[config.mk]
export PLATFORM = sky130hd
export DESIGN_NAME = gtd_cfg
export DESIGN_NICKNAME = d
export VERILOG_FILES = /design/src/rtl/core/gtd_pkg.sv /design/src/rtl/core/gtd_cfg.sv
export SDC_FILE = /design/constraint.sdc
export NUM_CORES = 1
export LEC_CHECK = 0
export BUFFER_PORTS_ARGS = -buffer_cell sky130_fd_sc_hd__buf_2
export CAP_MARGIN = 15
export CORE_MARGIN = 4
export CORE_UTILIZATION = 52
export DETAILED_ROUTE_END_ITERATION = 12
export PLACE_DENSITY_LB_ADDON = 0.2
export SLEW_MARGIN = 25
export SYNTH_ARGS = -nofsm -noshare
export SYNTH_HDL_FRONTEND = slang
export SYNTH_SLANG_ARGS = --single-unit
[constraint.sdc]
create_clock -name clk -period 3.2 [get_ports clk]
set_input_delay 0.64 -clock clk [delete_from_list [all_inputs] [get_ports clk]]
set_output_delay 0.64 -clock clk [all_outputs]
set_load 0.1 [all_outputs]
[src/rtl/core/gtd_pkg.sv]
`default_nettype none
package gtd_pkg;

  localparam int COEFF_REGS  = 4;
  localparam int COEFF_W     = 16;
  localparam int FRAC_BITS   = 14;
  localparam int ROUND_HALF  = 8192;
  localparam int STATE_W     = 32;
  localparam int TONE_W      = 2;
  localparam int NTONE_W     = 3;
  localparam int WLEN_W      = 9;
  localparam int MIN_WIN     = 8;
  localparam int POWER_W     = 50;
  localparam int ENERGY_W    = 39;
  localparam int DET_W       = POWER_W + 6;
  localparam int OUT_FIELD_W = POWER_W + ENERGY_W + 1;
  localparam int OUT_TDATA_W = ((OUT_FIELD_W + 7) / 8) * 8;
  localparam int CFG_AW      = 5;
  localparam int CFG_DW      = 32;

  localparam logic [ENERGY_W-1:0] ENERGY_MAX = '1;
  localparam logic [POWER_W-1:0]  POWER_MAX  = '1;

  // register indexes (byte address / 4)
  localparam logic [2:0] REG_COEFF0 = 3'd0;
  localparam logic [2:0] REG_COEFF1 = 3'd1;
  localparam logic [2:0] REG_COEFF2 = 3'd2;
  localparam logic [2:0] REG_COEFF3 = 3'd3;
  localparam logic [2:0] REG_TONES  = 3'd4;
  localparam logic [2:0] REG_WLEN   = 3'd5;

  typedef logic [COEFF_REGS-1:0][COEFF_W-1:0] coeff_arr_t;
  typedef logic [COEFF_REGS-1:0][STATE_W-1:0] tone_state_t;

  typedef struct packed {
    coeff_arr_t          coeff;
    logic [NTONE_W-1:0]  tones;
    logic [WLEN_W-1:0]   wlen;
    logic                wlen_wr;
  } cfg_t;

  typedef struct packed {
    logic               start;
    logic [NTONE_W-1:0] ntones;
  } pwr_ctl_t;

endpackage
`default_nettype wire

[src/rtl/core/gtd_cfg.sv]
`default_nettype none
module gtd_cfg
  import gtd_pkg::*;
(
  input  wire logic              clk,
  input  wire logic              rst_n,
  input  wire logic              psel,
  input  wire logic              penable,
  input  wire logic              pwrite,
  input  wire logic [CFG_AW-1:0] paddr,
  input  wire logic [CFG_DW-1:0] pwdata,
  output logic      [CFG_DW-1:0] prdata,
  output logic                   pready,
  output cfg_t                   cfg
);

  coeff_arr_t         coeff_r;
  logic [NTONE_W-1:0] tones_r;
  logic [WLEN_W-1:0]  wlen_r;
  logic [2:0]         idx;
  logic               wr;

  assign idx    = paddr[CFG_AW-1:2];
  assign pready = 1'b1;
  assign wr     = psel & penable & pwrite & pready;

  always_ff @(posedge clk) begin
    if (!rst_n) begin
      coeff_r <= '0;
      tones_r <= '0;
      wlen_r  <= WLEN_W'(256);
    end else if (wr) begin
      unique case (idx)
        REG_COEFF0: coeff_r[0] <= pwdata[COEFF_W-1:0];
        REG_COEFF1: coeff_r[1] <= pwdata[COEFF_W-1:0];
        REG_COEFF2: coeff_r[2] <= pwdata[COEFF_W-1:0];
        REG_COEFF3: coeff_r[3] <= pwdata[COEFF_W-1:0];
        REG_TONES:  tones_r    <= pwdata[NTONE_W-1:0];
        REG_WLEN:   wlen_r     <= pwdata[WLEN_W-1:0];
        default: ;
      endcase
    end
  end

  always_comb begin
    unique case (idx)
      REG_COEFF0: prdata = CFG_DW'(coeff_r[0]);
      REG_COEFF1: prdata = CFG_DW'(coeff_r[1]);
      REG_COEFF2: prdata = CFG_DW'(coeff_r[2]);
      REG_COEFF3: prdata = CFG_DW'(coeff_r[3]);
      REG_TONES:  prdata = CFG_DW'(tones_r);
      REG_WLEN:   prdata = CFG_DW'(wlen_r);
      default:    prdata = '0;
    endcase
  end

  assign cfg.coeff   = coeff_r;
  assign cfg.tones   = tones_r;
  assign cfg.wlen    = wlen_r;
  // restart the window fill on the same edge the length is written (acted on only while idle)
  assign cfg.wlen_wr = wr && (idx == REG_WLEN);

endmodule
`default_nettype wire

**Word level (Yosys, flattened, before mapping)**

Index checks and enable logic that the tools add are counted.

- Flip-flop bits (word level): 76
- Bits of input ports: 42
- Output and inout bits: 110
- Word-level logic and storage cells: 22

- Eq/ne operators: 5
- Mux-type cells: 1
- Bitwise operators: 2
- Reductions and logical operators: 8

Operators with widths:

| operator | count |
|---|---|
| $pmux W16 S6 | 1 |
| $reduce_and A2 Y1 | 6 |
| $eq A3 B2 Y1 const B | 2 |
| $eq A3 B3 Y1 const B | 2 |
| $eq A3 B1 Y1 const B | 1 |
| $logic_not A3 Y1 | 1 |
| $and A1 B1 Y1 | 2 |
| $logic_and A1 B1 Y1 | 1 |

**Depth between registers and ports, before layout**

- Depth after elaboration: 3
- Depth in mapped cells: 6
- Mapped depth without buffers: 3

**Worst setup path before layout**

OpenSTA, ideal clock, no wires.

- Kind: flip-flop to output port
- Start: register coeff_r, in the netlist cfg[55]
- End: output prdata[10]
- Data arrival time: 2.705 ns
- Required time: 2.560 ns
- Slack: -0.145 ns
- Stages on the path, launching flop included: 3
- Path buffers: 0
- Cells stage by stage: dfxtp_1 -> mux4_2 -> nor2b_1

- Cells in the longest elaborated chain, start to end: 1

RTL lines:

| element | line | source |
|---|---|---|
| start: declaration | gtd_cfg.sv:17 | `coeff_arr_t coeff_r;` |
| $pmux W16 S6 | gtd_cfg.sv:46 | `unique case (idx)` |
| end: declaration | gtd_cfg.sv:12 | `output logic [CFG_DW-1:0] prdata,` |

No other way between the ends.

**Worst setup path in the final report**

- Start: input paddr[2]
- End: output prdata[6]

- Cells in the longest elaborated chain, start to end: 2

RTL lines:

| element | line | source |
|---|---|---|
| start: declaration | gtd_cfg.sv:10 | `input wire logic [CFG_AW-1:0] paddr,` |
| $eq A3 B3 Y1 (tied with other cells) | gtd_cfg.sv:46 |  |
| $pmux W16 S6 (*) | gtd_cfg.sv:46 |  |

Every way passes the cells marked *; elsewhere a longest branch is shown, timed or not.

==> out/metrics.yaml <==
cts_htree_levels: 3
hold_class: "reg -> reg"
synthToLayoutAreaGrowth_pct: 25.8
ff2ff_path_depth: 2
final.min_clock_period_ns: 2.76
setup_viol: 0
p_leak_nw: 2.09
p_clk_share_pct: 37.3
synth-seq-area-share_pct: 42.2
final_area_um2: 4530
cts_hold_buf: 0
synth-seq-cells: 76
p_seq_share_pct: 47.5
syn-cell-area_um2: 3600
final-hold-violation-count: 0
start_kind: "input pin"
ir_drop_mv: 0.280
numCtsBuffers: 9
dieWidth_um: 91.3
worstSetupEndpointType: "output port"
layout_setup_ws_ns: 0.440
grt_pass1_wl_um: 14500
drtAntennaViolNets: 0
cp_max_fo: 19
synth_enable_flop_cells: 0
antenna_cells: 0
instances_no_fill: 562
slew_viol_final: 0
cts_resized: 0
die_area_um2: 8330
dpl_worst_slack_ns: 0.425
cts_sinks: 76
cp-startpoint: "paddr[2]"
drive_above_1_share_pct: 33.8
power_mw: 2.01
grt_pass1_vias: 2946
dp_hpwl_um: 6230
core_area_um2: 6760
start_util_pct: 53.4
synth_top_cell_area_share_pct: 42.2
synth_commonest_cells: "92 x mux2i_1, 92 x nand2_1, 76 x dfxtp_1, 19 x buf_4, 14 x clkbuf_1"
numPortBuffers: 116
gp_congestion: 0.744
swShare_pct: 30.0
ioPinCount: 152
clk_latency_ns: 0.33
cts_tree: "yes"
status: "finished clean"
rrSetupSlack_ns: 2.50
dp.cells: 546
synthTopCellsByArea: "dfxtp_1 42%, mux2i_1 26%, nand2_1 9.6%, mux4_2 5.0%, buf_4 4.0%"
required_ns: 2.56
powerDensity_nw_per_um2: 444
grt_max_degree: 59
routed_wl_um: 8890
worstReg2RegEnd: "wlen_r[8]"
whs_ns: 0.469
cts.clk_slew.worst_paths_ns: 0.08
place_area_um2: 4320
nNetsFinal: 519
power.switching_mw: 0.604
arrival_ns: 2.12
ys.flop_type: "dfxtp_1"
period_share_pct: 86.3
combPwrFrac_pct: 15.1
routedWlPerCell_um: 15.8
num_rows: 30
max_slew.worst_pin.slew_ns: 0.626
cts_setup_buffers: 0
drc: 0
crit_end: "prdata[6]"
vias: 2973
vias_per_cell: 5.29
skew_ns: 0
synthArstFlopShare_pct: 0
drt_iter0_markers: 128
ys_types: 29
yosys.area.top_type: "dfxtp_1"
grt_util_all_layers_pct: 21.6
critical_path_class: "in -> out"
root_buffer: "clkbuf_8"
timing.rr.start: "wlen_r[8]"
drv_cap: 0
slew_headroom_pct: 58.3
drtPass1Iterations: 4
die_h_um: 91.3
yosysWarnings: 0
fmax_mhz: 362
postSynthCellCount: 369
antenna_found_initial: 0
cts_max_path_buffers: 2
tns_ns: 0
p_int_mw: 1.41
rsz0062_at_grt: "false"
grt_overflow: 0
finish.utilization_pct: 67.1
synth_area_per_cell_um2: 9.77
-- cells by family after synthesis --
kind of cell	after synthesis	synth area share (%)
simple gates	123	15.2
mux	101	30.9
flops	76	42.2
buf+inv	45	7.67
compound gates	22	3.85
other cells	2	0.208
-- power groups by stage --
stage               Clock [mW]  Combinational (mW)  Sequential [mW]
floorplan                    0               0.215             1.03
global placement             0               0.303            0.979
detailed placement           0               0.305            0.979
CTS                      0.765               0.305            0.957
global route             0.798               0.318            0.958
finish                   0.752               0.305            0.957
-- critical path, cell delays in order --
cell and delay (ns):
buf_2 0.41, buf_12 0.24, mux2i_1 0.08, o21ai_0 0.14, o21a_1 0.16, buf_2 0.43
-- cells in the final DEF, fill, tap and decap left out, types with 7 or more instances in the layout --
cell	n
buf_12	11
buf_2	108
clkbuf_8	11
conb_1	17
dfxtp_1	76
mux2i_1	92
mux4_2	8
nand2_1	92
nor2b_2	7
o21ai_0	13
-- routing by layer --
metal  global-route usage [%]  vias up  part of all wire [%]
met2                     35.1      101                    47
met1                     28.0     1426                    45
met4                     8.79        0                   2.0
li1                         -     1432                     -
met5                        0        -                     0
met3                     4.56       14                   5.9
-- layout make-up --
cell class | count | area (µm²)
Clock buffer | 11 | 151
Tap cell | 80 | 100
Timing Repair Buffer | 125 | 806
Sequential cell | 76 | 1520
Clock inverter | 5 | 60.1
Inverter | 2 | 7.51
Fill cell | 556 | 2220
Multi-Input combinational cell | 263 | 1890
-- worst min-delay path by stage --
stage	start	to	slack [ns]	depth (start not counted)
floorplan	pwdata[8]	wlen_r[8]	0.84	2
global placement	cfg[70]	cfg[70]	0.45	2
detailed placement	cfg[58]	cfg[58]	0.46	2
CTS	cfg[35]	cfg[35]	0.47	2
global route	cfg[59]	cfg[59]	0.49	2
finish	cfg[58]	cfg[58]	0.47	2
-- sequential cells by signal, summed over array words and instances, names as in the netlist --
signal / count
wlen_r: 9
tones_r: 3
cfg: 64
No activity file was read; power rests on OpenSTA's default activity.
