<file path="src/rtl/core/gtd_pkg.sv">
`default_nettype none
package gtd_pkg;

  localparam int COEFF_REGS  = 4;
  localparam int COEFF_W     = 16;
  localparam int FRAC_BITS   = 14;
  localparam int ROUND_HALF  = 8192;
  localparam int STATE_W     = 32;
  localparam int TONE_W      = 2;
  localparam int NTONE_W     = 3;
  localparam int WLEN_W      = 9;
  localparam int MIN_WIN     = 8;
  localparam int POWER_W     = 50;
  localparam int ENERGY_W    = 39;
  localparam int DET_W       = POWER_W + 6;
  localparam int OUT_FIELD_W = POWER_W + ENERGY_W + 1;
  localparam int OUT_TDATA_W = ((OUT_FIELD_W + 7) / 8) * 8;
  localparam int CFG_AW      = 5;
  localparam int CFG_DW      = 32;

  localparam logic [ENERGY_W-1:0] ENERGY_MAX = '1;
  localparam logic [POWER_W-1:0]  POWER_MAX  = '1;

  // register indexes (byte address / 4)
  localparam logic [2:0] REG_COEFF0 = 3'd0;
  localparam logic [2:0] REG_COEFF1 = 3'd1;
  localparam logic [2:0] REG_COEFF2 = 3'd2;
  localparam logic [2:0] REG_COEFF3 = 3'd3;
  localparam logic [2:0] REG_TONES  = 3'd4;
  localparam logic [2:0] REG_WLEN   = 3'd5;

  typedef logic [COEFF_REGS-1:0][COEFF_W-1:0] coeff_arr_t;
  typedef logic [COEFF_REGS-1:0][STATE_W-1:0] tone_state_t;

  typedef struct packed {
    coeff_arr_t          coeff;
    logic [NTONE_W-1:0]  tones;
    logic [WLEN_W-1:0]   wlen;
    logic                wlen_wr;
  } cfg_t;

  typedef struct packed {
    logic               start;
    logic [NTONE_W-1:0] ntones;
  } pwr_ctl_t;

endpackage
`default_nettype wire

</file>
<file path="src/rtl/core/gtd_lane.sv">
`default_nettype none
module gtd_lane
  import gtd_pkg::*;
#(
  parameter int SAMPLE_BITS = 16
) (
  input  wire logic                          clk,
  input  wire logic                          clr,
  input  wire logic                          step,
  input  wire logic signed [SAMPLE_BITS-1:0] x,
  input  wire logic signed [COEFF_W-1:0]     coeff,
  output logic signed      [STATE_W-1:0]     s1,
  output logic signed      [STATE_W-1:0]     s2
);

  localparam int PROD_W = COEFF_W + STATE_W;
  localparam int RND_W  = PROD_W + 1;
  localparam int SUM_W  = STATE_W + 6;

  logic signed [STATE_W-1:0] s1_r;
  logic signed [STATE_W-1:0] s2_r;
  logic signed [PROD_W-1:0]  prod;
  logic signed [RND_W-1:0]   prod_rnd;
  logic signed [SUM_W-1:0]   s0_wide;
  logic signed [STATE_W-1:0] s0_sat;
  logic [SUM_W-STATE_W:0]    top_bits;

  always_comb begin
    prod     = PROD_W'(coeff) * PROD_W'(s1_r);
    // round half up, then floor by the fraction width
    prod_rnd = RND_W'(prod) + RND_W'(ROUND_HALF);
    s0_wide  = SUM_W'(x) + SUM_W'(prod_rnd >>> FRAC_BITS) - SUM_W'(s2_r);
    top_bits = s0_wide[SUM_W-1:STATE_W-1];
    if ((&top_bits) || !(|top_bits)) begin
      s0_sat = s0_wide[STATE_W-1:0];
    end else if (s0_wide[SUM_W-1]) begin
      s0_sat = {1'b1, {(STATE_W-1){1'b0}}};
    end else begin
      s0_sat = {1'b0, {(STATE_W-1){1'b1}}};
    end
  end

  always_ff @(posedge clk) begin
    if (clr) begin
      s1_r <= '0;
      s2_r <= '0;
    end else if (step) begin
      s2_r <= s1_r;
      s1_r <= s0_sat;
    end
  end

  assign s1 = s1_r;
  assign s2 = s2_r;

endmodule
`default_nettype wire

</file>
<file path="config.mk">
export PLATFORM = sky130hd
export DESIGN_NAME = gtd_lane
export DESIGN_NICKNAME = d
export VERILOG_FILES = /design/src/rtl/core/gtd_pkg.sv /design/src/rtl/core/gtd_lane.sv
export SDC_FILE = /design/constraint.sdc
export NUM_CORES = 2
export LEC_CHECK = 0
export BUFFER_PORTS_ARGS = -buffer_cell sky130_fd_sc_hd__buf_2
export CAP_MARGIN = 20
export CORE_MARGIN = 3
export CORE_UTILIZATION = 60
export DETAILED_ROUTE_END_ITERATION = 10
export GPL_TIMING_DRIVEN = 0
export PLACE_DENSITY = 0.78
export SETUP_SLACK_MARGIN = 0.05
export SYNTH_ARGS = -nofsm -noshare
export SYNTH_HDL_FRONTEND = slang
export SYNTH_SLANG_ARGS = --single-unit
</file>
<file path="constraint.sdc">
create_clock -name clk -period 13.8 [get_ports clk]
set_input_delay 3.45 -clock clk [delete_from_list [all_inputs] [get_ports clk]]
set_output_delay 3.45 -clock clk [all_outputs]
set_load 0.005 [all_outputs]
</file>
# --- After elaboration in Yosys (flattened, before gate mapping) ---
# Cells that the tools add are included.
word_totals:
  reg_bits: 64
  out_inout_bits: 64
classes:
  addsub: 3
  mul: 1
  muxes: 2
  reduce_logical: 4
op_table:
  columns: ["cell", "count"]
  rows:
  - ["32-bit 2-to-1 mux", 2]
  - ["48-bit by 15-bit adder with 49-bit output, second input constant", 1]
  - ["16-bit by 32-bit multiplier with 48-bit output", 1]
  - ["36-bit by 32-bit subtractor with 37-bit output", 1]
  - ["16-bit by 35-bit adder with 36-bit output", 1]
  - ["7-bit AND reduction", 1]
  - ["7-bit OR reduction", 1]
  - ["1-bit logical NOT", 1]
  - ["1-bit logical OR", 1]

# --- Longest topological paths before layout ---
depth:
  word_depth: 8
  mapped_depth: 39

# --- Least setup slack after synthesis ---
# Ideal clock, no wire load.
synth_timing:
  path_kind: "input -> register"
  start: "input port coeff[1]"
  end: "register s1_r[28], in the netlist s1[28]"
  setup_time_ps: 112
  arrival_time_ps: 11877
  required_ps: 13688
  slack_ps: 1811
  stages: 36
  path_cell_list: "clkbuf_1 > nand2_1 > fa_1 > inv_1 > fa_1 > inv_1 > fa_1 > inv_1 > fa_1 > fa_1 > inv_1 > fa_1 > inv_1 > ha_1 > a21o_1 > a21o_1 > a21o_1 > a221oi_1 > o21ai_0 > o2bb2ai_1 > or3_1 > a21oi_1 > xor2_1 > fa_1 > inv_1 > ha_1 > o21ai_1 > o21bai_1 > a211oi_1 > o21ai_1 > a2111oi_0 > nor2_1 > xnor2_4 > a31oi_1 > buf_6 > a2111oi_1"
synth_via:
  elab_chain_cells: 8
  elab_cells_between_ends: 10
  classes_between: "3 x add/sub; 1 x mul; 2 x mux; 4 x reduce/logical"
synth_rtl:
  columns: ["element", "line", "text"]
  rows:
  - ["start: declaration", "gtd_lane.sv:11", "input wire logic signed [COEFF_W-1:0] coeff,"]
  - ["16-bit by 32-bit multiplier with 48-bit output *", "gtd_lane.sv:29", "prod = PROD_W'(coeff) * PROD_W'(s1_r);"]
  - ["48-bit by 15-bit adder with 49-bit output *", "gtd_lane.sv:31", "prod_rnd = RND_W'(prod) + RND_W'(ROUND_HALF);"]
  - ["16-bit by 35-bit adder with 36-bit output *", "gtd_lane.sv:32", "s0_wide = SUM_W'(x) + SUM_W'(prod_rnd >>> FRAC_BITS) - SUM_W'(s2_r);"]
  - ["36-bit by 32-bit subtractor with 37-bit output *", "gtd_lane.sv:32", null]
  - ["7-bit OR reduction", "gtd_lane.sv:34", "if ((&top_bits) || !(|top_bits)) begin"]
  - ["1-bit logical NOT", "gtd_lane.sv:34", null]
  - ["1-bit logical OR", "gtd_lane.sv:34", null]
  - ["32-bit 2-to-1 mux *", "gtd_lane.sv:34", null]
  - ["end signal: assignment", "gtd_lane.sv:49", "s1_r <= s0_sat;"]
  - ["end: declaration", "gtd_lane.sv:20", "logic signed [STATE_W-1:0] s1_r;"]
# Mark *: on every way between the ends. The rest lies on a longest branch, timed or not.
# A chain may end at the register's enable or synchronous reset.

# --- Worst setup path after layout ---
layout_timing:
  start: "input port coeff[12]"
  end: "register s1_r[28], in the netlist s1[28]"
# The elaborated chain is that of the path after synthesis.

==> results_dict.tcl <==
set metrics [dict create \
    cts.path.max_buffers 2 \
    synthXorXnorAreaFrac_pct 2.51 \
    worstSetupPathType "in2reg" \
    syn_area_per_cell_sq_um 8.74 \
    die_w_um 202 \
    fp.coreArea_sq_um 37800 \
    rsz0062_at_grt "yes" \
    synth_top_area_cell "fa_1" \
    outcome "finished, final reports clean" \
    drv_cap 0 \
    overflow 0 \
    antenna_found_initial 0 \
    yosysTopAreaCellShare_pct 45.7 \
    grt_max_degree 17 \
    synth_top_family_by_area "adder cells" \
    synthMuxAreaShare_pct 1.56 \
    num_vias 18389 \
    clk_pin_slew_ns 0.06 \
    hp-class "reg2reg" \
    drtIter0Drc 1387 \
    required_ns 14.01 \
    dp.cells 3246 \
    chipHeight_um 202 \
    synthArstFlopShare_pct 0 \
    instances_no_fill 3268 \
    nets 3458 \
    post_synth_inst_count 2638 \
    grt_use_total_pct 33.2 \
    min_period_ns 13.37 \
    slew_headroom_pct 41.1 \
    root_buffer "clkbuf_16" \
    synth_adder_area_share_pct 53.7 \
    clock-sinks 64 \
    ys_top_cells_by_area "fa_1 46%, inv_1 11%, ha_1 8.0%, nand2_1 5.6%, dfxtp_1 5.6%" \
    synth_compound_area_share_pct 8.82 \
    avgRoutedWirePerCell_um 20.1 \
    io_buffers 97 \
    row_count 71 \
    grt_pass1_wl_mm 105 \
    slew_violations 0 \
    dp.final_hpwl_mm 56.3 \
    fmax_ghz 0.0748 \
    finalHoldViolCount 0 \
    critical_path.slowest_cell "fa_1" \
    yosys.area_share.simple_pct 15.1 \
    syn_area_sq_um 23000 \
    viasPerCell 5.63 \
    fin_worst_skew_ns 0.00637 \
    slowest_delay_ns 0.58 \
    gp_congestion 0.954 \
    drc 0 \
    drtPass1Iterations 7 \
    cts_made_buffers 9 \
    startpoint_type "input pin" \
    insertion_delay_ns 0.35 \
    hold_ws_ns 0.525 \
    cpMostUsedCell "fa_1" \
    start_util_pct 61.0 \
    end_kind "flop" \
    post_route_cells_drive_above_1_share_pct 6.50 \
    die_area_sq_um 40800 \
    ys.flop_type "dfxtp_1" \
    tightest_slew_ns 0.883 \
    grt_pass1_vias 19572 \
    syn2layout_area_growth_pct 6.66 \
    syn_nets 3346 \
    synth_cell_types 72 \
    synth_edf_count 0 \
    final_cell_mix "645 x inv_1, 526 x fa_1, 344 x nand2_1" \
    period_share_pct 96.9 \
    cp_max_fo 10 \
    yosys_register_bits 64 \
    setup_viol 0 \
    drt-total-wl_mm 65.6 \
    cts_htree_levels 3 \
    cts_tree "done" \
    yosys_warnings 0 \
    ios 99 \
    yosysSeqAreaShare_pct 5.56 \
    layout_commonest_cell "inv_1" \
    ant_nets 0 \
    arrival_ns 13.58 \
]
registers in the layout, summed over array words and instances (netlist names):
signal,cells
s2,32
s1,32
cell type report:
type | instances | area [sq um]
Tap cell | 511 | 639
Sequential cell | 64 | 1280
Multi-Input combinational cell | 1795 | 18900
Inverter | 646 | 2420
Fill cell | 3214 | 13200
Timing Repair Buffer | 101 | 548
Clock inverter | 3 | 17.5
Clock buffer | 12 | 256
Antenna cell | 3 | 7.51
Buffer | 133 | 541
per-layer routing:
| metal | vias up | track usage [%] | wire (um) |
|---|---|---|---|
| met1 | 9305 | 42.5 | 25000 |
| met3 | 211 | 4.38 | 4660 |
| met5 | - | 0 | 0 |
| met4 | 0 | 15.3 | 3580 |
| met2 | 792 | 56.6 | 32400 |
| li1 | 8081 | - | - |
worst paths after layout:
| kind | to | startpoint | depth (start not counted) | slack, ns |
|---|---|---|---|---|
| max | s1[28] | coeff[12] | 33 | 0.43 |
| min | s2[1] | s2[1] | 2 | 0.53 |
| max reg2reg | s1[28] | s1[11] | 34 | 2.56 |
| min reg2reg | s2[1] | s2[1] | 2 | 0.53 |
cell usage after synthesis (4+ instances only):
cell,count
a2111oi_2,6
a211o_1,4
a211oi_1,33
a21boi_0,4
a21o_1,32
a21oi_1,61
a21oi_2,4
a41oi_1,4
and2_1,186
and3_1,9
buf_2,7
clkbuf_1,124
dfxtp_1,64
fa_1,526
ha_1,147
inv_1,645
mux2i_1,36
nand2_1,344
nand2b_1,22
nand3_1,22
nand4_1,8
nor2_1,120
nor2b_1,6
nor3_1,13
o211ai_1,10
o21a_1,11
o21ai_0,21
o21bai_1,36
or2_2,5
or3_1,6
xnor2_1,38
xor2_1,25
logic make-up after synthesis:
kind of cell	count (synthesis)
adder cells (fa/ha/maj)	673
AND/OR/NAND/NOR	748
flip-flops	64
multiplexers	36
buffers and inverters	779
XOR/XNOR	64
AO/OA/AOI/OAI	274
metrics by stage:
step / TNS, ns / instance area (sq um) / worst slack, ns / util (%)
5_1_grt: 0 / 24600 / 0.0511 / 65.1
3_5_place_dp: -11.03 / 24200 / -0.440 / 64.0
2_1_floorplan: 0 / 23000 / 1.81 / -
4_1_cts: 0 / 24500 / 0.0608 / 64.8
6_report: 0 / 24600 / 0.430 / 65.1
3_3_place_gp: -6.03 / 24200 / -0.281 / 64.0
worst max-delay path, delay by kind of cell:
| family | cells | cell delay [ns] |
|---|---|---|
| and+or+nand+nor | 5 | 1.40 |
| AOI/OAI and AO/OA | 11 | 3.08 |
| buffers and inverters | 7 | 1.22 |
| adders and majority gates | 9 | 4.25 |
| xor gates and xnor gates | 1 | 0.15 |
timing repair:
action                                  4_1_cts  5_1_grt
gates resized for setup                       3       42
hold buffers                                  0        0
pin swaps                                     1        1
endpoints found under the setup margin       23       31
buffers inserted                              1        2
Power is not shown: default switching activity piles up to over one toggle a cycle in this logic, so the estimate is an artifact.
