===== config.mk =====
export PLATFORM = sky130hd
export DESIGN_NAME = gtd_pwr
export DESIGN_NICKNAME = d
export VERILOG_FILES = /design/src/rtl/core/gtd_pkg.sv /design/src/rtl/core/gtd_pwr.sv
export SDC_FILE = /design/constraint.sdc
export NUM_CORES = 2
export LEC_CHECK = 0
export ABC_AREA = 1
export BUFFER_PORTS_ARGS = -buffer_cell sky130_fd_sc_hd__buf_2
export CAP_MARGIN = 25
export CORE_MARGIN = 2
export CORE_UTILIZATION = 34
export DETAILED_ROUTE_END_ITERATION = 8
export GPL_ROUTABILITY_DRIVEN = 0
export PLACE_DENSITY_LB_ADDON = 0.12
export SYNTH_ARGS = -nofsm -noshare
export SYNTH_HDL_FRONTEND = slang
export SYNTH_SLANG_ARGS = --single-unit

===== constraint.sdc =====
create_clock -name clk -period 19.3 [get_ports clk]
set_input_delay 1.93 -clock clk [delete_from_list [all_inputs] [get_ports clk]]
set_output_delay 1.93 -clock clk [all_outputs]
set_load 0.005 [all_outputs]

===== src/rtl/core/gtd_pkg.sv =====
`default_nettype none
package gtd_pkg;

  localparam int COEFF_REGS  = 4;
  localparam int COEFF_W     = 16;
  localparam int FRAC_BITS   = 14;
  localparam int ROUND_HALF  = 8192;
  localparam int STATE_W     = 32;
  localparam int TONE_W      = 2;
  localparam int NTONE_W     = 3;
  localparam int WLEN_W      = 9;
  localparam int MIN_WIN     = 8;
  localparam int POWER_W     = 50;
  localparam int ENERGY_W    = 39;
  localparam int DET_W       = POWER_W + 6;
  localparam int OUT_FIELD_W = POWER_W + ENERGY_W + 1;
  localparam int OUT_TDATA_W = ((OUT_FIELD_W + 7) / 8) * 8;
  localparam int CFG_AW      = 5;
  localparam int CFG_DW      = 32;

  localparam logic [ENERGY_W-1:0] ENERGY_MAX = '1;
  localparam logic [POWER_W-1:0]  POWER_MAX  = '1;

  // register indexes (byte address / 4)
  localparam logic [2:0] REG_COEFF0 = 3'd0;
  localparam logic [2:0] REG_COEFF1 = 3'd1;
  localparam logic [2:0] REG_COEFF2 = 3'd2;
  localparam logic [2:0] REG_COEFF3 = 3'd3;
  localparam logic [2:0] REG_TONES  = 3'd4;
  localparam logic [2:0] REG_WLEN   = 3'd5;

  typedef logic [COEFF_REGS-1:0][COEFF_W-1:0] coeff_arr_t;
  typedef logic [COEFF_REGS-1:0][STATE_W-1:0] tone_state_t;

  typedef struct packed {
    coeff_arr_t          coeff;
    logic [NTONE_W-1:0]  tones;
    logic [WLEN_W-1:0]   wlen;
    logic                wlen_wr;
  } cfg_t;

  typedef struct packed {
    logic               start;
    logic [NTONE_W-1:0] ntones;
  } pwr_ctl_t;

endpackage
`default_nettype wire


===== src/rtl/core/gtd_pwr.sv =====
`default_nettype none
module gtd_pwr
  import gtd_pkg::*;
(
  input  wire logic                   clk,
  input  wire logic                   rst_n,
  input  wire pwr_ctl_t               ctl,
  input  wire coeff_arr_t             coeff,
  input  wire tone_state_t            s1,
  input  wire tone_state_t            s2,
  input  wire logic [ENERGY_W-1:0]    energy,
  output logic                        done,
  output logic                        out_tvalid,
  input  wire logic                   out_tready,
  output logic [OUT_TDATA_W-1:0]      out_tdata,  // power, window_energy, detected
  output logic [TONE_W-1:0]           out_tuser,  // tone_index
  output logic                        out_tlast
);

  localparam int OP_W   = STATE_W + 1;
  localparam int MP_W   = 2 * OP_W;
  localparam int T_W    = 2 * STATE_W;
  localparam int ACC_W  = 80;

  typedef enum logic [2:0] {
    P_IDLE, P_MUL, P_TAIL, P_FIN, P_DET, P_OUT
  } pstate_t;

  typedef enum logic [2:0] {
    OP_S1S2, OP_S1S1, OP_S2S2, OP_CTLO, OP_CTHI
  } mop_t;

  pstate_t               state_r;
  mop_t                  op_r;
  mop_t                  op_d_r;
  logic                  mul_vld_r;
  logic [TONE_W-1:0]     tone_r;
  logic [NTONE_W-1:0]    nt_r;
  logic signed [MP_W-1:0]  prod_r;
  logic signed [T_W-1:0]   t_r;
  logic signed [ACC_W-1:0] acc_r;
  logic [POWER_W-1:0]    power_r;
  logic [ENERGY_W-1:0]   energy_r;
  logic                  det_r;
  logic                  last_r;
  logic                  out_tvalid_r;

  logic signed [STATE_W-1:0] sel_s1;
  logic signed [STATE_W-1:0] sel_s2;
  logic signed [COEFF_W-1:0] sel_c;
  logic signed [OP_W-1:0]    mul_a;
  logic signed [OP_W-1:0]    mul_b;
  logic signed [MP_W-1:0]    prod_nxt;
  logic signed [ACC_W-1:0]   acc_nxt;
  logic signed [T_W-1:0]     t_nxt;
  logic [POWER_W-1:0]        power_nxt;
  logic [DET_W-1:0]          p_scaled;
  logic                      det_nxt;
  logic                      out_hs;

  assign sel_s1 = s1[tone_r];
  assign sel_s2 = s2[tone_r];
  assign sel_c  = coeff[tone_r];

  // operand select for the shared multiplier
  always_comb begin
    unique case (op_r)
      OP_S1S2: begin mul_a = OP_W'(sel_s1); mul_b = OP_W'(sel_s2); end
      OP_S1S1: begin mul_a = OP_W'(sel_s1); mul_b = OP_W'(sel_s1); end
      OP_S2S2: begin mul_a = OP_W'(sel_s2); mul_b = OP_W'(sel_s2); end
      OP_CTLO: begin mul_a = OP_W'(sel_c);  mul_b = {1'b0, t_r[STATE_W-1:0]}; end
      OP_CTHI: begin mul_a = OP_W'(sel_c);  mul_b = OP_W'($signed(t_r[T_W-1:STATE_W])); end
      default: begin mul_a = '0;            mul_b = '0; end
    endcase
    prod_nxt = mul_a * mul_b;
  end

  // acc = 2^14*(s1^2 + s2^2) - c*s1*s2
  always_comb begin
    acc_nxt = acc_r;
    t_nxt   = t_r;
    if (mul_vld_r) begin
      unique case (op_d_r)
        OP_S1S2: t_nxt   = prod_r[T_W-1:0];
        OP_S1S1: acc_nxt = acc_r + (ACC_W'(prod_r) <<< FRAC_BITS);
        OP_S2S2: acc_nxt = acc_r + (ACC_W'(prod_r) <<< FRAC_BITS);
        OP_CTLO: acc_nxt = acc_r - ACC_W'(prod_r);
        OP_CTHI: acc_nxt = acc_r - (ACC_W'(prod_r) <<< STATE_W);
        default: ;
      endcase
    end
  end

  always_comb begin
    if (acc_r[ACC_W-1]) begin
      power_nxt = '0;
    end else if (|acc_r[ACC_W-1:POWER_W+FRAC_BITS]) begin
      power_nxt = POWER_MAX;
    end else begin
      power_nxt = acc_r[POWER_W+FRAC_BITS-1:FRAC_BITS];
    end
    // power * 50 as shifts and adds
    p_scaled = DET_W'({power_r, 5'b0}) + DET_W'({power_r, 4'b0}) + DET_W'({power_r, 1'b0});
    det_nxt  = (energy != '0) && (p_scaled > DET_W'(energy));
  end

  assign out_hs = out_tvalid_r & out_tready;
  assign done   = (state_r == P_OUT) & out_hs & last_r;

  always_ff @(posedge clk) begin
    if (!rst_n) begin
      state_r      <= P_IDLE;
      mul_vld_r    <= 1'b0;
      out_tvalid_r <= 1'b0;
      op_r         <= OP_S1S2;
      op_d_r       <= OP_S1S2;
      tone_r       <= '0;
      nt_r         <= '0;
    end else begin
      mul_vld_r <= (state_r == P_MUL);
      op_d_r    <= op_r;
      unique case (state_r)
        P_IDLE: begin
          if (ctl.start) begin
            nt_r    <= ctl.ntones;
            tone_r  <= '0;
            op_r    <= OP_S1S2;
            state_r <= P_MUL;
          end
        end
        P_MUL: begin
          unique case (op_r)
            OP_S1S2: op_r <= OP_S1S1;
            OP_S1S1: op_r <= OP_S2S2;
            OP_S2S2: op_r <= OP_CTLO;
            OP_CTLO: op_r <= OP_CTHI;
            default: state_r <= P_TAIL;
          endcase
        end
        P_TAIL: state_r <= P_FIN;
        P_FIN:  state_r <= P_DET;
        P_DET: begin
          out_tvalid_r <= 1'b1;
          last_r       <= ({1'b0, tone_r} + NTONE_W'(1)) == nt_r;
          state_r      <= P_OUT;
        end
        P_OUT: begin
          if (out_hs) begin
            out_tvalid_r <= 1'b0;
            if (last_r) begin
              state_r <= P_IDLE;
            end else begin
              tone_r  <= tone_r + TONE_W'(1);
              op_r    <= OP_S1S2;
              state_r <= P_MUL;
            end
          end
        end
        default: state_r <= P_IDLE;
      endcase
    end
  end

  always_ff @(posedge clk) begin
    prod_r <= prod_nxt;
    t_r    <= t_nxt;
    if ((state_r == P_IDLE) || (state_r == P_OUT)) begin
      acc_r <= '0;
    end else begin
      acc_r <= acc_nxt;
    end
    if (state_r == P_FIN) begin
      power_r <= power_nxt;
    end
    if (state_r == P_DET) begin
      det_r    <= det_nxt;
      energy_r <= energy;
    end
  end

  assign out_tvalid = out_tvalid_r;
  assign out_tdata  = OUT_TDATA_W'({det_r, energy_r, power_r});
  assign out_tuser  = tone_r;
  assign out_tlast  = last_r;

endmodule
`default_nettype wire


# Yosys cells after proc, flatten, opt, wreduce, memory -nomap -nowiden
# Cells that the tools add are included.
[totals]
register_bits = 317
input_bits = 366
out_inout_bits = 101
wordCells = 96
[classes]
n_addsub = 7
mul = 1
order_cmp = 2
eq_ne = 19
muxes = 26
n_bitwise = 3
n_reduce_logical = 24
[ops]
columns = ["operator", "n"]
rows = [
  ["80-bit case mux with 3 select lines", 1],
  ["33-bit case mux with 4 select lines", 1],
  ["32-bit binary-select mux with 2-bit select", 2],
  ["33-bit case mux with 3 select lines", 1],
  ["80-bit adder", 1],
  ["80-bit by 66-bit subtractor with 80-bit output", 1],
  ["80-bit subtractor", 1],
  ["33-bit by 33-bit multiplier with 66-bit output", 1],
  ["32-bit 2-to-1 mux", 2],
  ["55-bit by 54-bit adder with 56-bit output", 1],
  ["56-bit by 51-bit adder with 56-bit output", 1],
  ["56-bit by 39-bit > comparator with 1-bit output", 1],
  ["50-bit 2-to-1 mux", 1],
  ["39-bit nonzero test", 1],
  ["16-bit binary-select mux with 2-bit select", 1],
  ["3-bit by 2-bit == test with 1-bit output, second input constant", 6],
  ["3-bit 2-to-1 mux", 6],
  ["3-bit case mux with 6 select lines", 1],
  ["16-bit 2-to-1 mux", 1],
  ["16-bit OR reduction", 1],
  ["3-bit == test, second input constant", 4],
  ["3-bit case mux with 4 select lines", 1],
  ["2-bit AND reduction", 5],
  ["3-bit by 1-bit == test with 1-bit output, second input constant", 3],
  ["22 further kinds", 37],
]

# Longest topological paths before layout
[logic_depth]
word_depth = 4
ltp_mapped = 42
mapped_depth_nobuf = 41

# Worst setup path before layout
# Ideal clock, no wire load.
[synth_timing]
kind = "in2reg"
startpoint = "input port coeff[47] in the netlist's numbering"
endpoint = "register prod_r[58]"
setup_ns = 0.126
arrival_time_ns = 9.097
required_time_ns = 19.174
setup_slack_ns = 10.077
path_stages = 27
path_buffers = 1
path_cell_list = "o21ai_0 -> o22ai_1 -> nand2_1 -> inv_2 -> nor3_1 -> inv_2 -> buf_2 -> nand2_1 -> inv_1 -> fa_1 -> fa_1 -> fa_1 -> fa_1 -> fa_1 -> fa_1 -> fa_1 -> inv_1 -> fa_1 -> inv_1 -> ha_1 -> a21oi_1 -> inv_1 -> a31oi_1 -> o21ai_0 -> a221oi_1 -> o211ai_1 -> xor2_1"
[synth_via]
elab_chain_cells = 4
[synth_rtl]
columns = ["item", "line", "rtl"]
rows = [
  ["from (decl)", "gtd_pwr.sv:8", "input wire coeff_arr_t coeff,"],
  ["16-bit binary-select mux with 2-bit select", "gtd_pwr.sv:63", "assign sel_c = coeff[tone_r];"],
  ["16-bit 2-to-1 mux (not written as such)", "gtd_pwr.sv:63", ""],
  ["33-bit case mux with 3 select lines", "gtd_pwr.sv:67", "unique case (op_r)"],
  ["33-bit by 33-bit multiplier with 66-bit output", "gtd_pwr.sv:75", "prod_nxt = mul_a * mul_b;"],
  ["via prod_nxt[58]", "gtd_pwr.sv:53", "logic signed [MP_W-1:0] prod_nxt;"],
  ["to (signal assigned)", "gtd_pwr.sv:165", "prod_r <= prod_nxt;"],
  ["to (decl)", "gtd_pwr.sv:39", "logic signed [MP_W-1:0] prod_r;"],
]
# The timed path passes the listed nets, and every way through them passes these cells. The select of a mux whose other input is x is not followed.
# A chain may end at the register's enable or synchronous reset.

# Worst setup path after layout
[layout_timing]
startpoint = "register tone_r[0], in the netlist out_tuser[0]"
endpoint = "register prod_r[56]"
[layout_via]
elab_chain_cells = 4
elab_cells_between_ends = 9
cone_classes = "1 x mul; 8 x mux"
[layout_rtl]
columns = ["item", "line", "rtl"]
rows = [
  ["from (decl)", "gtd_pwr.sv:37", "logic [TONE_W-1:0] tone_r;"],
  ["from (signal assigned)", "gtd_pwr.sv:153", "tone_r <= tone_r + TONE_W'(1);"],
  ["32-bit binary-select mux with 2-bit select (tied with other cells)", "gtd_pwr.sv:62", "assign sel_s2 = s2[tone_r];"],
  ["32-bit 2-to-1 mux (not written as such) (tied with other cells)", "gtd_pwr.sv:62", ""],
  ["33-bit case mux with 4 select lines or 33-bit case mux with 3 select lines (tied branches)", "gtd_pwr.sv:67", ""],
  ["33-bit by 33-bit multiplier with 66-bit output *", "gtd_pwr.sv:75", ""],
  ["via prod_nxt[56]", "gtd_pwr.sv:53", ""],
]
# The timed path passes the listed nets; every way through them passes the cells marked *. The select of a mux whose other input is x is not followed.

==> results.yml <==
status:
  status: "completed"
synthesis:
  synthCells: 10600
  yosys_register_bits: 317
  synth_edf_count: 155
  synth-main-ff-cell: "dfxtp_1"
  avgSynthCellArea_sq_um: 7.06
  synthDistinctLibCells: 71
  async_flop_share_pct: 0
  ys_seq_area_share_pct: 10.5
  synthesis.area_sq_um: 75100
  synth_warnings: 0
floorplan:
  rows: 172
  ios: 467
  fp.dieH_um: 474
  start_util_pct: 34.2
  die_x_um: 474
  dieArea_sq_um: 225000
  core_area_sq_um: 220000
worst_hold_path:
  hold_path_class: "flip-flop to flip-flop"
  hold_path_depth: 2
setup_path:
  cp.buffers_inverters: 9
  critPathMostFrequentCell: "fa_1"
  required_ps: 19880
  cpMaxStageDelayCell: "buf_4"
  worstPathArrival_ps: 11840
  crit_path_start_kind: "flip-flop"
  end_kind: "flip-flop"
  cpLargestDelayFamily: "adder cells"
  r2r_cells: 31
  cp.depth: 31
  max_stage_delay_ps: 810
  crit_type: "flip-flop to flip-flop"
  cp_max_fo: 107
timing:
  setup_tns_ps: 0
  period_needed_ps: 11260
  finClkSkew_ps: 54.3
  worst_slew_pin_slew_ps: 1040
  hold_violations: 0
  whs_ps: 482
  max_freq_ghz: 0.0888
  finalSetupViolations: 0
  final_max_slew_viol_count: 0
  rsz0062_at_grt: "false"
  fin_crit_sh_pct: 58.4
  relSlewSlack_pct: 30.6
clocking:
  post_cts_buffers: 0
  cts_buffer_depth: 3
  cts_tree: "yes"
  clockRootBuffer: "clkbuf_16"
  clk-insertion-delay-late_ps: 690
  cts.clk_slew.worst_paths_ps: 70
  hold_buffers: 0
  cts.sinks: 317
  cts_buffers: 44
  cts_max_level: 2
  cts_resized: 0
finish:
  layout_common_cells: "nand2_1 (2624), inv_1 (2490), fa_1 (1172)"
  drive_gt1_share_pct: 7.66
  fin_nets: 13000
  area.growth.synth_to_final_pct: 9.10
  mostFrequentLayoutCell: "nand2_1"
grt:
  grt_overflow: 0
  grt_max_degree: 108
  antenna_found_initial: 30
  grt_pass1_vias: 72600
  track_usage_pct: 29.0
  grt_pass1_wl_um: 483000
detailed_routing:
  routedWlPerCell_um: 23.5
  drt_iter0_drc: 7187
  drc: 0
  vias_per_cell: 5.19
  antenna_left: 0
  vias: 72300
  dr.pass1.iters: 6
  drt-total-wl_um: 327000
job:
  max_cap_viol_count: 0
place:
  dp_hpwl_um: 275000
  portBuffers: 460
## state kept, by name, indices dropped and copies added, names as in the netlist
signal,count
det_r,1
acc_r,80
op_r,3
out_tlast,1
out_tuser,2
t_r,64
power_r,50
out_tvalid,1
state_r,3
nt_r,3
mul_vld_r,1
energy_r,39
prod_r,66
op_d_r,3
## cell type report
cell class	instances	area, sq um
diodes	13	32.5
clock buffers	53	1190
clock inverters	29	348
fillers	23600	138000
inverters	2541	9540
multi-input cells	7463	56100
flip-flops and latches	317	7900
well taps	2958	3700
repair buffers	567	3110
## worst paths after layout
path | from | end | slack [ps]
hold / removal | nt_r[0] | nt_r[0] | 480
setup / recovery | out_tuser[0] | prod_r[56] | 8040
setup reg to reg | out_tuser[0] | prod_r[56] | 8040
hold reg to reg | nt_r[0] | nt_r[0] | 480
## per-layer routing
layer  routed length (um)  track usage, %  vias to the layer above
met3                29800            5.25                      602
met1               144000            41.0                    35400
met4                16800            12.4                       14
met5                   94               0                        -
met2               136000            43.2                     3379
li1                     -               -                    32900
## tightest hold or removal path, cell delays in order (launching register included)
cell and delay (ps):
dfxtp_1 320, nand2_1 70, a21oi_1 50
## synth_stat cells (4+ instances only)
cell / instances / area (sq um)
a21o_1: 36 / 270
edfxtp_1: 155 / 4650
nand4_1: 103 / 644
inv_2: 48 / 180
nand2_1: 2624 / 9850
nor3_2: 7 / 70.1
ha_1: 501 / 6270
a32o_1: 9 / 90.1
o22ai_1: 54 / 338
buf_2: 208 / 1040
nor2_1: 886 / 3330
nand2_2: 11 / 68.8
fa_1: 1172 / 23500
o21ai_0: 547 / 2740
and3_1: 6 / 37.5
o2111ai_2: 4 / 60.1
o21bai_1: 53 / 398
a21boi_0: 10 / 75.1
buf_4: 34 / 255
nor2_4: 6 / 67.6
buf_1: 4 / 15.0
inv_1: 2492 / 9350
a21oi_1: 554 / 2770
nor2_2: 28 / 175
a221o_1: 6 / 60.1
a211oi_1: 4 / 30.0
xor2_1: 91 / 797
or2_2: 37 / 231
a31oi_1: 47 / 294
nand3_2: 11 / 110
clkbuf_1: 72 / 270
o21a_1: 20 / 150
nor4_1: 28 / 175
o21ai_2: 11 / 96.3
o211ai_1: 16 / 120
buf_6: 4 / 45.0
o21ai_1: 29 / 145
nor3_1: 67 / 335
xnor2_1: 40 / 350
dfxtp_1: 162 / 3240
a221o_2: 5 / 56.3
nand3_1: 367 / 1840
nand3b_1: 27 / 203
## logic make-up (layout without fill, tap and decap cells)
| kind of cell | count (synthesis) | after routing | share of synthesized area (%) |
|---|---|---|---|
| compound gates | 1432 | 1432 | 10.6 |
| xor+xnor | 131 | 131 | 1.53 |
| fa+ha+maj | 1673 | 1673 | 39.6 |
| buf+inv | 2863 | 3190 | 14.9 |
| flops | 317 | 317 | 10.5 |
| other cells | 1 | 19 | 0.00499 |
| simple gates | 4221 | 4221 | 22.9 |
## through the flow
stage	setup WS (ps)	instances	cell area (sq um)	utilization, %
2_1_floorplan	10080	10600	75100	-
3_3_place_gp	8380	13800	80400	36.6
3_5_place_dp	8270	13800	80400	36.6
4_1_cts	8260	13900	81900	37.3
5_1_grt	7590	13900	81900	37.3
6_report	8040	13900	82000	37.3
Power is left out: the tool's default activity adds up to more than one toggle a clock period on the data nets, which glitch-free logic cannot reach.
